<file path="src/rtl/core/tcb_pkg.sv">
// shared types, command and result codes for the countdown timer bank
// no dependencies
package tcb_pkg;

    localparam int TCB_THREAD_SLOTS = 16;
    localparam int TCB_ALARM_SLOTS  = 8;
    localparam int TCB_TICKS_PER_MS = 10;
    localparam int TCB_COUNT_WIDTH  = 20;

    localparam int DELAY_W = 16;
    localparam int THR_W   = 4;
    localparam int TAG_W   = 16;

    // command codes
    localparam logic [2:0] CMD_TICK         = 3'd0;
    localparam logic [2:0] CMD_THREAD_DELAY = 3'd1;
    localparam logic [2:0] CMD_ALARM_INIT   = 3'd2;
    localparam logic [2:0] CMD_SET_DELAY    = 3'd3;
    localparam logic [2:0] CMD_START        = 3'd4;
    localparam logic [2:0] CMD_WAIT         = 3'd5;
    localparam logic [2:0] CMD_ENABLE_EVENT = 3'd6;

    // result kinds
    localparam logic [1:0] KIND_THREAD = 2'd0;
    localparam logic [1:0] KIND_WAKE   = 2'd1;
    localparam logic [1:0] KIND_EVENT  = 2'd2;

    typedef struct packed {
        logic [1:0]       kind;
        logic [THR_W-1:0] thread;
        logic [TAG_W-1:0] event_id;
    } res_t;

    typedef struct packed {
        logic             is_alarm;
        logic [THR_W-1:0] thread;
        logic [TAG_W-1:0] tag;
        logic [THR_W-1:0] owner;
        logic             owner_valid;
    } step_info_t;

    typedef struct packed {
        logic write;
        logic emit;
        res_t res;
    } step_out_t;

endpackage

</file>
<file path="src/rtl/core/tick_countdown_timer_bank.sv">
// top level of the countdown timer bank: counter storage, command decode and tick walk
// depends on tcb_pkg, tcb_scale and tcb_step_unit
//
// Thread delay counters and alarm channels counted down by a tick command. A tick
// walks all counter slots, threads then alarms, through one shared decrement unit
// at one slot per cycle while the output side does not hold results back. Each
// expiry that has a thread, an owner or an event tag to report gives one result
// transfer, the last one of a tick flagged by is_last. in_stall is high for the
// whole walk; the output register lets the last result drain while new commands
// are taken.
module tick_countdown_timer_bank
    import tcb_pkg::*;
#(
    parameter int THREAD_SLOTS = TCB_THREAD_SLOTS,
    parameter int ALARM_SLOTS  = TCB_ALARM_SLOTS,
    parameter int TICKS_PER_MS = TCB_TICKS_PER_MS,
    parameter int COUNT_WIDTH  = TCB_COUNT_WIDTH
)
(
    input  logic               clk,
    input  logic               rst_n,
    input  logic               in_valid,
    output logic               in_stall,
    input  logic [2:0]         command,
    input  logic [THR_W-1:0]   current_thread,
    input  logic [2:0]         alarm_index,
    input  logic [DELAY_W-1:0] delay_value,
    output logic               out_valid,
    input  logic               out_stall,
    output logic [1:0]         result_kind,
    output logic [THR_W-1:0]   thread_index,
    output logic [TAG_W-1:0]   event_id,
    output logic               is_last
);

    localparam int TOTAL  = THREAD_SLOTS + ALARM_SLOTS;
    localparam int WALK_W = $clog2(TOTAL);
    localparam int TIDX_W = (THREAD_SLOTS > 1) ? $clog2(THREAD_SLOTS) : 1;
    localparam int AIDX_W = (ALARM_SLOTS > 1) ? $clog2(ALARM_SLOTS) : 1;

    localparam logic [WALK_W-1:0] THR_BASE  = WALK_W'(THREAD_SLOTS);
    localparam logic [WALK_W-1:0] WALK_LAST = WALK_W'(TOTAL - 1);

    localparam logic [1:0] ST_IDLE  = 2'd0;
    localparam logic [1:0] ST_WALK  = 2'd1;
    localparam logic [1:0] ST_FLUSH = 2'd2;

    logic [1:0]        state_reg, state_next;
    logic [WALK_W-1:0] walk_idx_reg;

    logic [COUNT_WIDTH-1:0] thread_cnt_reg [THREAD_SLOTS];
    logic [COUNT_WIDTH-1:0] alarm_rem_reg  [ALARM_SLOTS];
    logic [COUNT_WIDTH-1:0] alarm_rld_reg  [ALARM_SLOTS];
    logic [THR_W-1:0]       alarm_own_reg  [ALARM_SLOTS];
    logic                   alarm_ownv_reg [ALARM_SLOTS];
    logic [TAG_W-1:0]       alarm_tag_reg  [ALARM_SLOTS];
    logic [TAG_W-1:0]       next_tag_reg;

    logic pend_valid_reg;
    res_t pend_res_reg;
    logic out_valid_reg;
    res_t out_res_reg;
    logic out_last_reg;

    logic                   in_acc;
    logic                   walking;
    logic                   flushing;
    logic                   out_free;
    logic                   is_alarm_step;
    logic [TIDX_W-1:0]      t_walk;
    logic [AIDX_W-1:0]      a_walk;
    logic [AIDX_W-1:0]      a_cmd;
    logic [AIDX_W-1:0]      a_addr;
    logic                   thr_ok;
    logic                   alarm_ok;
    logic [COUNT_WIDTH-1:0] thread_delay;
    logic [COUNT_WIDTH-1:0] alarm_delay;
    logic [COUNT_WIDTH-1:0] step_count;
    logic [COUNT_WIDTH-1:0] new_count;
    step_info_t             info;
    step_out_t              step;
    logic                   step_fire;
    logic                   out_load;

    assign in_stall = (state_reg != ST_IDLE);
    assign in_acc   = in_valid && !in_stall;
    assign walking  = (state_reg == ST_WALK);
    assign flushing = (state_reg == ST_FLUSH);
    assign out_free = !out_valid_reg || !out_stall;

    assign is_alarm_step = (walk_idx_reg >= THR_BASE);
    assign t_walk        = TIDX_W'(walk_idx_reg);
    assign a_walk        = AIDX_W'(walk_idx_reg - THR_BASE);
    assign a_cmd         = AIDX_W'(alarm_index);
    assign a_addr        = walking ? a_walk : a_cmd;
    assign thr_ok        = (32'(current_thread) < THREAD_SLOTS);
    assign alarm_ok      = (32'(alarm_index) < ALARM_SLOTS);

    tcb_scale #(
        .FACTOR      (1),
        .COUNT_WIDTH (COUNT_WIDTH)
    ) u_thread_scale (
        .delay_value (delay_value),
        .scaled      (thread_delay)
    );

    tcb_scale #(
        .FACTOR      (TICKS_PER_MS),
        .COUNT_WIDTH (COUNT_WIDTH)
    ) u_alarm_scale (
        .delay_value (delay_value),
        .scaled      (alarm_delay)
    );

    assign step_count       = is_alarm_step ? alarm_rem_reg[a_addr] : thread_cnt_reg[t_walk];
    assign info.is_alarm    = is_alarm_step;
    assign info.thread      = THR_W'(walk_idx_reg);
    assign info.tag         = alarm_tag_reg[a_addr];
    assign info.owner       = alarm_own_reg[a_addr];
    assign info.owner_valid = alarm_ownv_reg[a_addr];

    tcb_step_unit #(
        .COUNT_WIDTH (COUNT_WIDTH)
    ) u_step (
        .count     (step_count),
        .reload    (alarm_rld_reg[a_addr]),
        .info      (info),
        .new_count (new_count),
        .step      (step)
    );

    // a new expiry must wait while the held one cannot move on
    assign step_fire = walking && !(step.emit && pend_valid_reg && !out_free);
    assign out_load  = (step_fire && step.emit && pend_valid_reg)
                     || (flushing && pend_valid_reg && out_free);

    always_comb
    begin
        state_next = state_reg;
        case (state_reg)
            ST_IDLE:
            begin
                if (in_acc && (command == CMD_TICK))
                begin
                    state_next = ST_WALK;
                end
            end
            ST_WALK:
            begin
                if (step_fire && (walk_idx_reg == WALK_LAST))
                begin
                    state_next = ST_FLUSH;
                end
            end
            ST_FLUSH:
            begin
                if (!pend_valid_reg || out_free)
                begin
                    state_next = ST_IDLE;
                end
            end
            default:
            begin
                state_next = ST_IDLE;
            end
        endcase
    end

    always_ff @(posedge clk or negedge rst_n)
    begin
        if (!rst_n)
        begin
            state_reg      <= ST_IDLE;
            walk_idx_reg   <= '0;
            pend_valid_reg <= 1'b0;
            out_valid_reg  <= 1'b0;
        end
        else
        begin
            state_reg <= state_next;
            if (in_acc)
            begin
                walk_idx_reg <= '0;
            end
            else if (step_fire)
            begin
                walk_idx_reg <= walk_idx_reg + WALK_W'(1);
            end
            if (step_fire && step.emit)
            begin
                pend_valid_reg <= 1'b1;
            end
            else if (flushing && out_free)
            begin
                pend_valid_reg <= 1'b0;
            end
            if (out_load)
            begin
                out_valid_reg <= 1'b1;
            end
            else if (!out_stall)
            begin
                out_valid_reg <= 1'b0;
            end
        end
    end

    always_ff @(posedge clk)
    begin
        if (step_fire && step.emit)
        begin
            pend_res_reg <= step.res;
        end
        if (out_load)
        begin
            out_res_reg  <= pend_res_reg;
            out_last_reg <= flushing;
        end
    end

    always_ff @(posedge clk or negedge rst_n)
    begin
        if (!rst_n)
        begin
            for (int i = 0; i < THREAD_SLOTS; i++)
            begin
                thread_cnt_reg[i] <= '0;
            end
            for (int i = 0; i < ALARM_SLOTS; i++)
            begin
                alarm_rem_reg[i]  <= '0;
                alarm_rld_reg[i]  <= '0;
                alarm_own_reg[i]  <= '0;
                alarm_ownv_reg[i] <= 1'b0;
                alarm_tag_reg[i]  <= '0;
            end
            next_tag_reg <= TAG_W'(1);
        end
        else if (step_fire)
        begin
            if (step.write)
            begin
                if (is_alarm_step)
                begin
                    alarm_rem_reg[a_addr] <= new_count;
                end
                else
                begin
                    thread_cnt_reg[t_walk] <= new_count;
                end
            end
        end
        else if (in_acc)
        begin
            case (command)
                CMD_THREAD_DELAY:
                begin
                    if (thr_ok)
                    begin
                        thread_cnt_reg[TIDX_W'(current_thread)] <= thread_delay;
                    end
                end
                CMD_ALARM_INIT:
                begin
                    if (alarm_ok)
                    begin
                        alarm_rem_reg[a_addr]  <= '0;
                        alarm_rld_reg[a_addr]  <= alarm_delay;
                        alarm_own_reg[a_addr]  <= current_thread;
                        alarm_ownv_reg[a_addr] <= 1'b1;
                        alarm_tag_reg[a_addr]  <= '0;
                    end
                end
                CMD_SET_DELAY:
                begin
                    if (alarm_ok)
                    begin
                        alarm_rld_reg[a_addr] <= alarm_delay;
                    end
                end
                CMD_START:
                begin
                    if (alarm_ok)
                    begin
                        alarm_rem_reg[a_addr] <= alarm_rld_reg[a_addr];
                    end
                end
                CMD_WAIT:
                begin
                    if (alarm_ok)
                    begin
                        alarm_own_reg[a_addr]  <= current_thread;
                        alarm_ownv_reg[a_addr] <= 1'b1;
                        alarm_rem_reg[a_addr]  <= alarm_rld_reg[a_addr];
                    end
                end
                CMD_ENABLE_EVENT:
                begin
                    if (alarm_ok)
                    begin
                        alarm_tag_reg[a_addr] <= next_tag_reg;
                        next_tag_reg          <= next_tag_reg + TAG_W'(1);
                    end
                end
                default:
                begin
                end
            endcase
        end
    end

    assign out_valid    = out_valid_reg;
    assign result_kind  = out_res_reg.kind;
    assign thread_index = out_res_reg.thread;
    assign event_id     = out_res_reg.event_id;
    assign is_last      = out_last_reg;

    // no expiry is held back once the block takes commands again
    a_idle_no_pending: assert property (@(posedge clk) disable iff (!rst_n)
        !in_stall |-> !pend_valid_reg)
        else $error("pending result left over after tick walk");

    a_walk_in_range: assert property (@(posedge clk) disable iff (!rst_n)
        walking |-> (walk_idx_reg <= WALK_LAST))
        else $error("walk index past last slot");

    a_event_fields: assert property (@(posedge clk) disable iff (!rst_n)
        (out_valid_reg && (out_res_reg.kind == KIND_EVENT)) |-> (out_res_reg.thread == '0))
        else $error("event result carries a thread index");

    a_tag_only_on_enable: assert property (@(posedge clk) disable iff (!rst_n)
        (in_acc && (command != CMD_ENABLE_EVENT)) |=> $stable(next_tag_reg))
        else $error("event tag counter moved without enable command");

endmodule

</file>
<file path="src/rtl/core/tcb_scale.sv">
// delay scaling with saturation to the counter width
// depends on tcb_pkg
module tcb_scale
    import tcb_pkg::*;
#(
    parameter int FACTOR      = TCB_TICKS_PER_MS,
    parameter int COUNT_WIDTH = TCB_COUNT_WIDTH
)
(
    input  logic [DELAY_W-1:0]     delay_value,
    output logic [COUNT_WIDTH-1:0] scaled
);

    localparam int FW = $clog2(FACTOR + 1);
    localparam int PW = DELAY_W + FW;
    localparam int CW = (PW > COUNT_WIDTH) ? PW : COUNT_WIDTH;

    logic [PW-1:0] prod;
    logic [CW-1:0] prod_ext;
    logic [CW-1:0] max_ext;

    assign prod     = PW'(delay_value) * PW'(FACTOR);
    assign prod_ext = CW'(prod);
    assign max_ext  = CW'({COUNT_WIDTH{1'b1}});
    assign scaled   = (prod_ext > max_ext) ? {COUNT_WIDTH{1'b1}} : COUNT_WIDTH'(prod_ext);

endmodule

</file>
<file path="src/rtl/core/tcb_step_unit.sv">
// shared decrement and expiry unit, used once per counter slot of a tick walk
// depends on tcb_pkg
module tcb_step_unit
    import tcb_pkg::*;
#(
    parameter int COUNT_WIDTH = TCB_COUNT_WIDTH
)
(
    input  logic [COUNT_WIDTH-1:0] count,
    input  logic [COUNT_WIDTH-1:0] reload,
    input  step_info_t             info,
    output logic [COUNT_WIDTH-1:0] new_count,
    output step_out_t              step
);

    logic [COUNT_WIDTH-1:0] dec;
    logic                   hit;

    assign dec = count - COUNT_WIDTH'(1);
    assign hit = (count != '0) && (dec == '0);

    always_comb
    begin
        new_count          = dec;
        step.write         = (count != '0);
        step.emit          = 1'b0;
        step.res.kind      = KIND_THREAD;
        step.res.thread    = info.thread;
        step.res.event_id  = '0;
        if (info.is_alarm)
        begin
            step.res.thread = info.owner;
            step.res.kind   = KIND_WAKE;
            if (hit && (info.tag != '0))
            begin
                // periodic alarm posts its event and reloads
                new_count         = reload;
                step.emit         = 1'b1;
                step.res.kind     = KIND_EVENT;
                step.res.thread   = '0;
                step.res.event_id = info.tag;
            end
            else if (hit && info.owner_valid)
            begin
                step.emit = 1'b1;
            end
        end
        else
        begin
            step.emit = hit;
        end
    end

endmodule

</file>
<file path="config.mk">
export PLATFORM = sky130hd
export DESIGN_NAME = tick_countdown_timer_bank
export DESIGN_NICKNAME = d
export VERILOG_FILES = /design/src/rtl/core/tcb_pkg.sv /design/src/rtl/core/tick_countdown_timer_bank.sv /design/src/rtl/core/tcb_scale.sv /design/src/rtl/core/tcb_step_unit.sv
export SDC_FILE = /design/constraint.sdc
export NUM_CORES = 2
export LEC_CHECK = 0
export ABC_CLOCK_PERIOD_IN_PS = 6440
export BUFFER_PORTS_ARGS = -buffer_cell sky130_fd_sc_hd__buf_4
export CORE_MARGIN = 5
export CORE_UTILIZATION = 45
export DETAILED_ROUTE_END_ITERATION = 10
export RECOVER_POWER = 50
export SYNTH_ARGS = -nofsm -noshare
export SYNTH_HDL_FRONTEND = slang
export SYNTH_HIERARCHICAL = 1
export SYNTH_SLANG_ARGS = --single-unit
</file>
<file path="constraint.sdc">
create_clock -name clk -period 6.44 [get_ports clk]
set_input_delay 0.966 -clock clk [delete_from_list [all_inputs] [get_ports clk]]
set_output_delay 0.966 -clock clk [all_outputs]
set_load 0.005 [all_outputs]
</file>
[Word level (Yosys, flattened, before mapping)]
Index checks and enable logic that the tools add are counted.
W data, S select, Z words.
Cells by class
  $add $sub $neg: 4
  $mul: 1
  order comparisons: 9
  eq/ne operators: 16
  muxes and demuxes: 69
  bitwise gates (word level): 9
  reductions and logical operators: 48
Operators with widths (count)
  $mux W320: 5
  $bwmux W320: 2
  $mux W160: 4
  $bwmux W160: 3
  $pmux W160 S2: 1
  $mux W20: 15
  $pmux W128 S2: 1
  $and A160 B160 Y160: 1
  $demux W20 S4: 2
  $not A160 Y160: 1
  $and A128 B128 Y128: 1
  $bwmux W128: 1
  $not A128 Y128: 1
  $bmux W20 S3: 2
  $bmux W20 S4: 1
  $demux W20 S3: 1
  $bmux W16 S3: 1
  $demux W16 S3: 1
  $mux W16: 3
  $bwmux W32: 1
  $mux W22: 1
  $gt A16 B20 Y1 const B: 1
  $gt A20 B20 Y1 const B: 1
  $logic_not A20 Y1: 1
  44 further kinds: 104
Storage, ports and cells
  register bits after elaboration: 878
  bits of input ports: 30
  output and inout port bits: 25

[Longest topological paths before layout]
  depth after elaboration: 22
  gate-level depth with buffers: 29

[By module]
Netlist, hierarchy kept.
Modules (own cells, without submodules)
  tick_countdown_timer_bank: instances 1, cells an instance 3859, area an instance 44586.5 µm², seq. area each 22197.5 µm²
  tcb_step_unit: instances 1, cells an instance 223, area an instance 1343.8 µm², seq. area each 0.0 µm²
  tcb_scale at u_alarm_scale: instances 1, cells an instance 115, area an instance 929.6 µm², seq. area each 0.0 µm²
  tcb_scale at u_thread_scale: instances 1, cells an instance 21, area an instance 153.9 µm², seq. area each 0.0 µm²

[Worst setup path after synthesis]
No wires, ideal clock.
  kind: input -> register
  from: in alarm_index[1]
  to: reg alarm_rem_reg[59] (netlist bit)
  setup time: 0.143 ns
  arrival time: 6.067 ns
  data required time: 6.297 ns
  setup slack: 0.230 ns
  stages on the path: 26
  path through: buf_2 > nor2_1 > mux2_2 > clkbuf_1 > a22oi_1 > nor2_1 > o31a_1 > clkbuf_1 > inv_1 > ha_1 > buf_4 > or3b_1 > clkbuf_1 > or3b_1 > a21oi_1 > o22ai_1 > or2_2 > buf_2 > nor3_1 > nand4_1 > and3_1 > clkbuf_1 > o211ai_1 > buf_2 > clkbuf_1 > o221ai_1
RTL lines
  start: declaration: RTL line tick_countdown_timer_bank.sv:26  | input logic [2:0] alarm_index,
  end signal: indexed assignment: RTL line tick_countdown_timer_bank.sv:245  | alarm_rem_reg[a_addr] <= new_count;
  end signal: indexed assignment: RTL line tick_countdown_timer_bank.sv:285  | alarm_rem_reg[a_addr] <= alarm_rld_reg[a_addr];
  end signal: indexed assignment: RTL line tick_countdown_timer_bank.sv:294  | alarm_rem_reg[a_addr] <= alarm_rld_reg[a_addr];
  end: declaration: RTL line tick_countdown_timer_bank.sv:52  | logic [COUNT_WIDTH-1:0] alarm_rem_reg [ALARM_SLOTS];

==> qor.csv <==
metric;value;unit
synth_warnings;6;
largest_reg_flops;320;
p_leak;23.3;nW
seqPwrFrac;28.2;%
wl_per_cell;27.5;um
outcome;finished, violations left;
internal_power;15.0;mW
drc;0;
cts.path.max_buffers;3;
htree_levels;3;
critPathCaptureType;flop;
syn_area;47000;um^2
worstPathArrival;6.79;ns
cp_data_required_time;7.00;ns
drt-total-wl;157000;um
netlist_instances;4218;
clock_latency;0.71;ns
synth-async-reset-ratio;94.9;%
finalHoldViolations;0;
synth.distinct_cells;109;
ir_worst_vdd;424;uV
synth_seq_cells;878;
num_vias;37000;
tritoncts;yes;
cap_violations;1;
grt_max_degree;162;
grt_pass1_vias;37200;
port_buffers;54;
clock-root-buffer;clkbuf_16;
slew_violations;82;
numCtsBuffers;99;
clk_pin_slew;0.06;ns
hpwl;103000;um
placed_cells;5538;
failed_checks;max-capacitance violations, max-slew violations;
fin_cells;5725;
antenna_cells;0;
min_path_type;flop to flop;
initial_utilization;45.4;%
period_minus_slack;6.23;ns
critPathMaxFanout;40;
fmax;161;MHz
finClkSkew;0.0411;ns
p_sw_share;44.4;%
die_h;333;um
areaGrowthSynthToFinish;14.2;%
yosysSeqAreaShare;47.2;%
grt_remaining_overflow;0;
synth_edf_count;45;
grtUsageTotal;27.7;%
ant_nets;0;
startpoint_type;flop;
fillCellCount;9098;
synth_area_per_cell;11.1;um^2
switchingPower;12.0;mW
worst_pin_slew;4.94;ns
report.final.setup_viol;0;
totalNegativeSetupSlack;0;ns
relSlewSlack;-230;%
gp_congestion;0.949;
comb_power_share;50.7;%
drive_above_1_share;28.6;%
rsz0062_at_grt;no;
grt_antenna_before_repair;1;
core-area;104000;um^2
vias_per_cell;6.47;
power_frac_clock;21.1;%
synth-main-ff-cell;dfrtp_1;
drt_first_pass_iters;6;
num-nets-final;4337;
drt_iter0_markers;3542;
grt_pass1_wl;238000;um
cts.sinks;878;
fp.dieW;333;um
worst-setup-path-type;flop to flop;
power-per-cell-area;502;nW/um^2
fin_crit_sh;96.7;%
io_pins;55;
die_area;111000;um^2
row_count;118;
[synthesized netlist by cell type (22+ instances only)]
master,number,area share (%)
nand2_1,427,3.4
mux2_2,525,13
a21oi_1,89,0.95
xnor2_1,27,0.50
clkbuf_1,192,1.5
o211ai_1,27,0.43
nor3_1,30,0.32
buf_1,23,0.18
o221ai_1,160,3.0
nand3_1,64,0.68
edfxtp_1,45,2.9
dfrtp_1,832,44
o22ai_1,351,4.7
mux2i_1,184,3.9
inv_1,89,0.71
a22oi_1,89,1.4
o211ai_2,22,0.59
mux4_2,82,3.9
nor2_1,94,0.75
nand2b_1,39,0.52
o21ai_0,223,2.4
buf_2,140,1.5
ha_1,36,0.96
buf_4,60,0.96
[timing repair]
item                       in CTS  in global routing
setup buffers                   0                 11
hold buffers                    0                  0
resized for setup               0                  3
setup endpoints to repair       0                480
[layout by cell type (no fill, tap or decap), types with 16 or more instances in the layout]
cell type	n
a22o_1	19
nand2_1	427
clkbuf_8	23
buf_4	280
dfrtp_1	829
o21ai_1	16
edfxtp_1	45
nand3_1	64
a221oi_1	20
a22oi_1	89
clkbuf_1	43
o21ai_0	221
inv_1	89
o22ai_1	335
o211ai_2	22
nand2b_1	39
xnor2_1	27
o22ai_2	17
nor3_1	26
o221ai_1	160
mux4_2	82
clkbuf_16	100
a21oi_1	89
o32a_1	19
o211ai_1	27
buf_12	62
mux2_2	525
nor2_1	87
ha_1	36
xor2_1	17
mux2i_1	181
[routing by layer]
metal	vias up	GRT usage, %	wire [um]
met1	18900	38.4	66200
li1	16000	-	-
met2	1730	42.9	70800
met5	-	0	12
met4	2	10.1	6390
met3	378	6.17	13900
[worst paths after layout]
kind,slack [ns],endpoint,startpoint,cells after the start
max in group asynchronous,1.22,alarm_tag_reg[62]$_DFFE_PN0P_,rst_n,3
hold reg to reg,0.42,thread_index[0]$_DFFE_PP_,pend_res_reg[16]$_DFFE_PP_,0
setup / recovery,0.21,thread_cnt_reg[191]$_DFFE_PN0P_,walk_idx_reg[0]$_DFFE_PN0P_,20
min in group asynchronous,2.07,alarm_rld_reg[47]$_DFFE_PN0P_,rst_n,1
hold / removal,0.42,thread_index[0]$_DFFE_PP_,pend_res_reg[16]$_DFFE_PP_,0
setup reg to reg,0.21,thread_cnt_reg[191]$_DFFE_PN0P_,walk_idx_reg[0]$_DFFE_PN0P_,20
[cells by family after synthesis]
family                   after synthesis  synth area share, %
AND/OR/NAND/NOR                      774                 7.72
adder cells (fa/ha/maj)               37                 1.00
multiplexers                         811                 21.0
flip-flops                           878                 47.2
buffers and inverters                516                 5.16
XOR/XNOR                              44                0.820
AO/OA/AOI/OAI                       1156                 17.1
other                                  2               0.0160
[critical path, stage by stage, from the launching register on]
cell,delay [ns]
dfrtp_4,0.42
buf_12,0.18
buf_12,0.19
mux4_2,0.53
a22oi_1,0.47
nand3_1,0.39
o31a_1,0.29
or4_4,0.59
nor4_4,0.36
o2bb2ai_1,0.15
o22ai_1,0.13
or2_2,0.33
nor3_2,0.30
nand4_1,0.23
buf_4,0.21
and2_2,0.20
buf_12,0.18
nand2_1,0.15
buf_4,0.27
o22ai_1,0.14
mux2_2,0.31
[metrics by stage]
| step | setup slack, ns | power, mW | cell area [um^2] | hold WS [ns] | utilization, % |
|---|---|---|---|---|---|
| after global routing | 0.0805 | 28.1 | 53700 | 0.418 | 51.8 |
| final | 0.212 | 26.9 | 53700 | 0.419 | 51.8 |
| after detailed placement | 0.0534 | 20.8 | 50400 | 0.405 | 48.6 |
| after global placement | 0.0177 | 20.7 | 50400 | 0.400 | 48.6 |
| after floorplan | 0.230 | 15.5 | 47000 | 0.400 | - |
| after CTS | 0.0631 | 26.6 | 53700 | 0.294 | 51.8 |
[power by group through the flow]
stage	Clock [mW]	Combinational [mW]	Sequential [mW]
2_1_floorplan	0	8.08	7.38
3_3_place_gp	0	13.1	7.64
3_5_place_dp	0	13.1	7.69
4_1_cts	5.77	13.2	7.60
5_1_grt	6.00	14.4	7.73
6_report	5.69	13.7	7.59
[final cells by class]
| cell class | instances | area (um^2) | area share (%) |
|---|---|---|---|
| Clock buffer | 153 | 2930 | 5.46 |
| Clock inverter | 23 | 338 | 0.629 |
| Inverter | 89 | 334 | 0.622 |
| Multi-Input combinational cell | 2827 | 22600 | 42.1 |
| Sequential cell | 878 | 22200 | 41.4 |
| Tap cell | 1380 | 1730 | 3.22 |
| Timing Repair Buffer | 375 | 3530 | 6.57 |
Power figures use the tool's default switching activity.
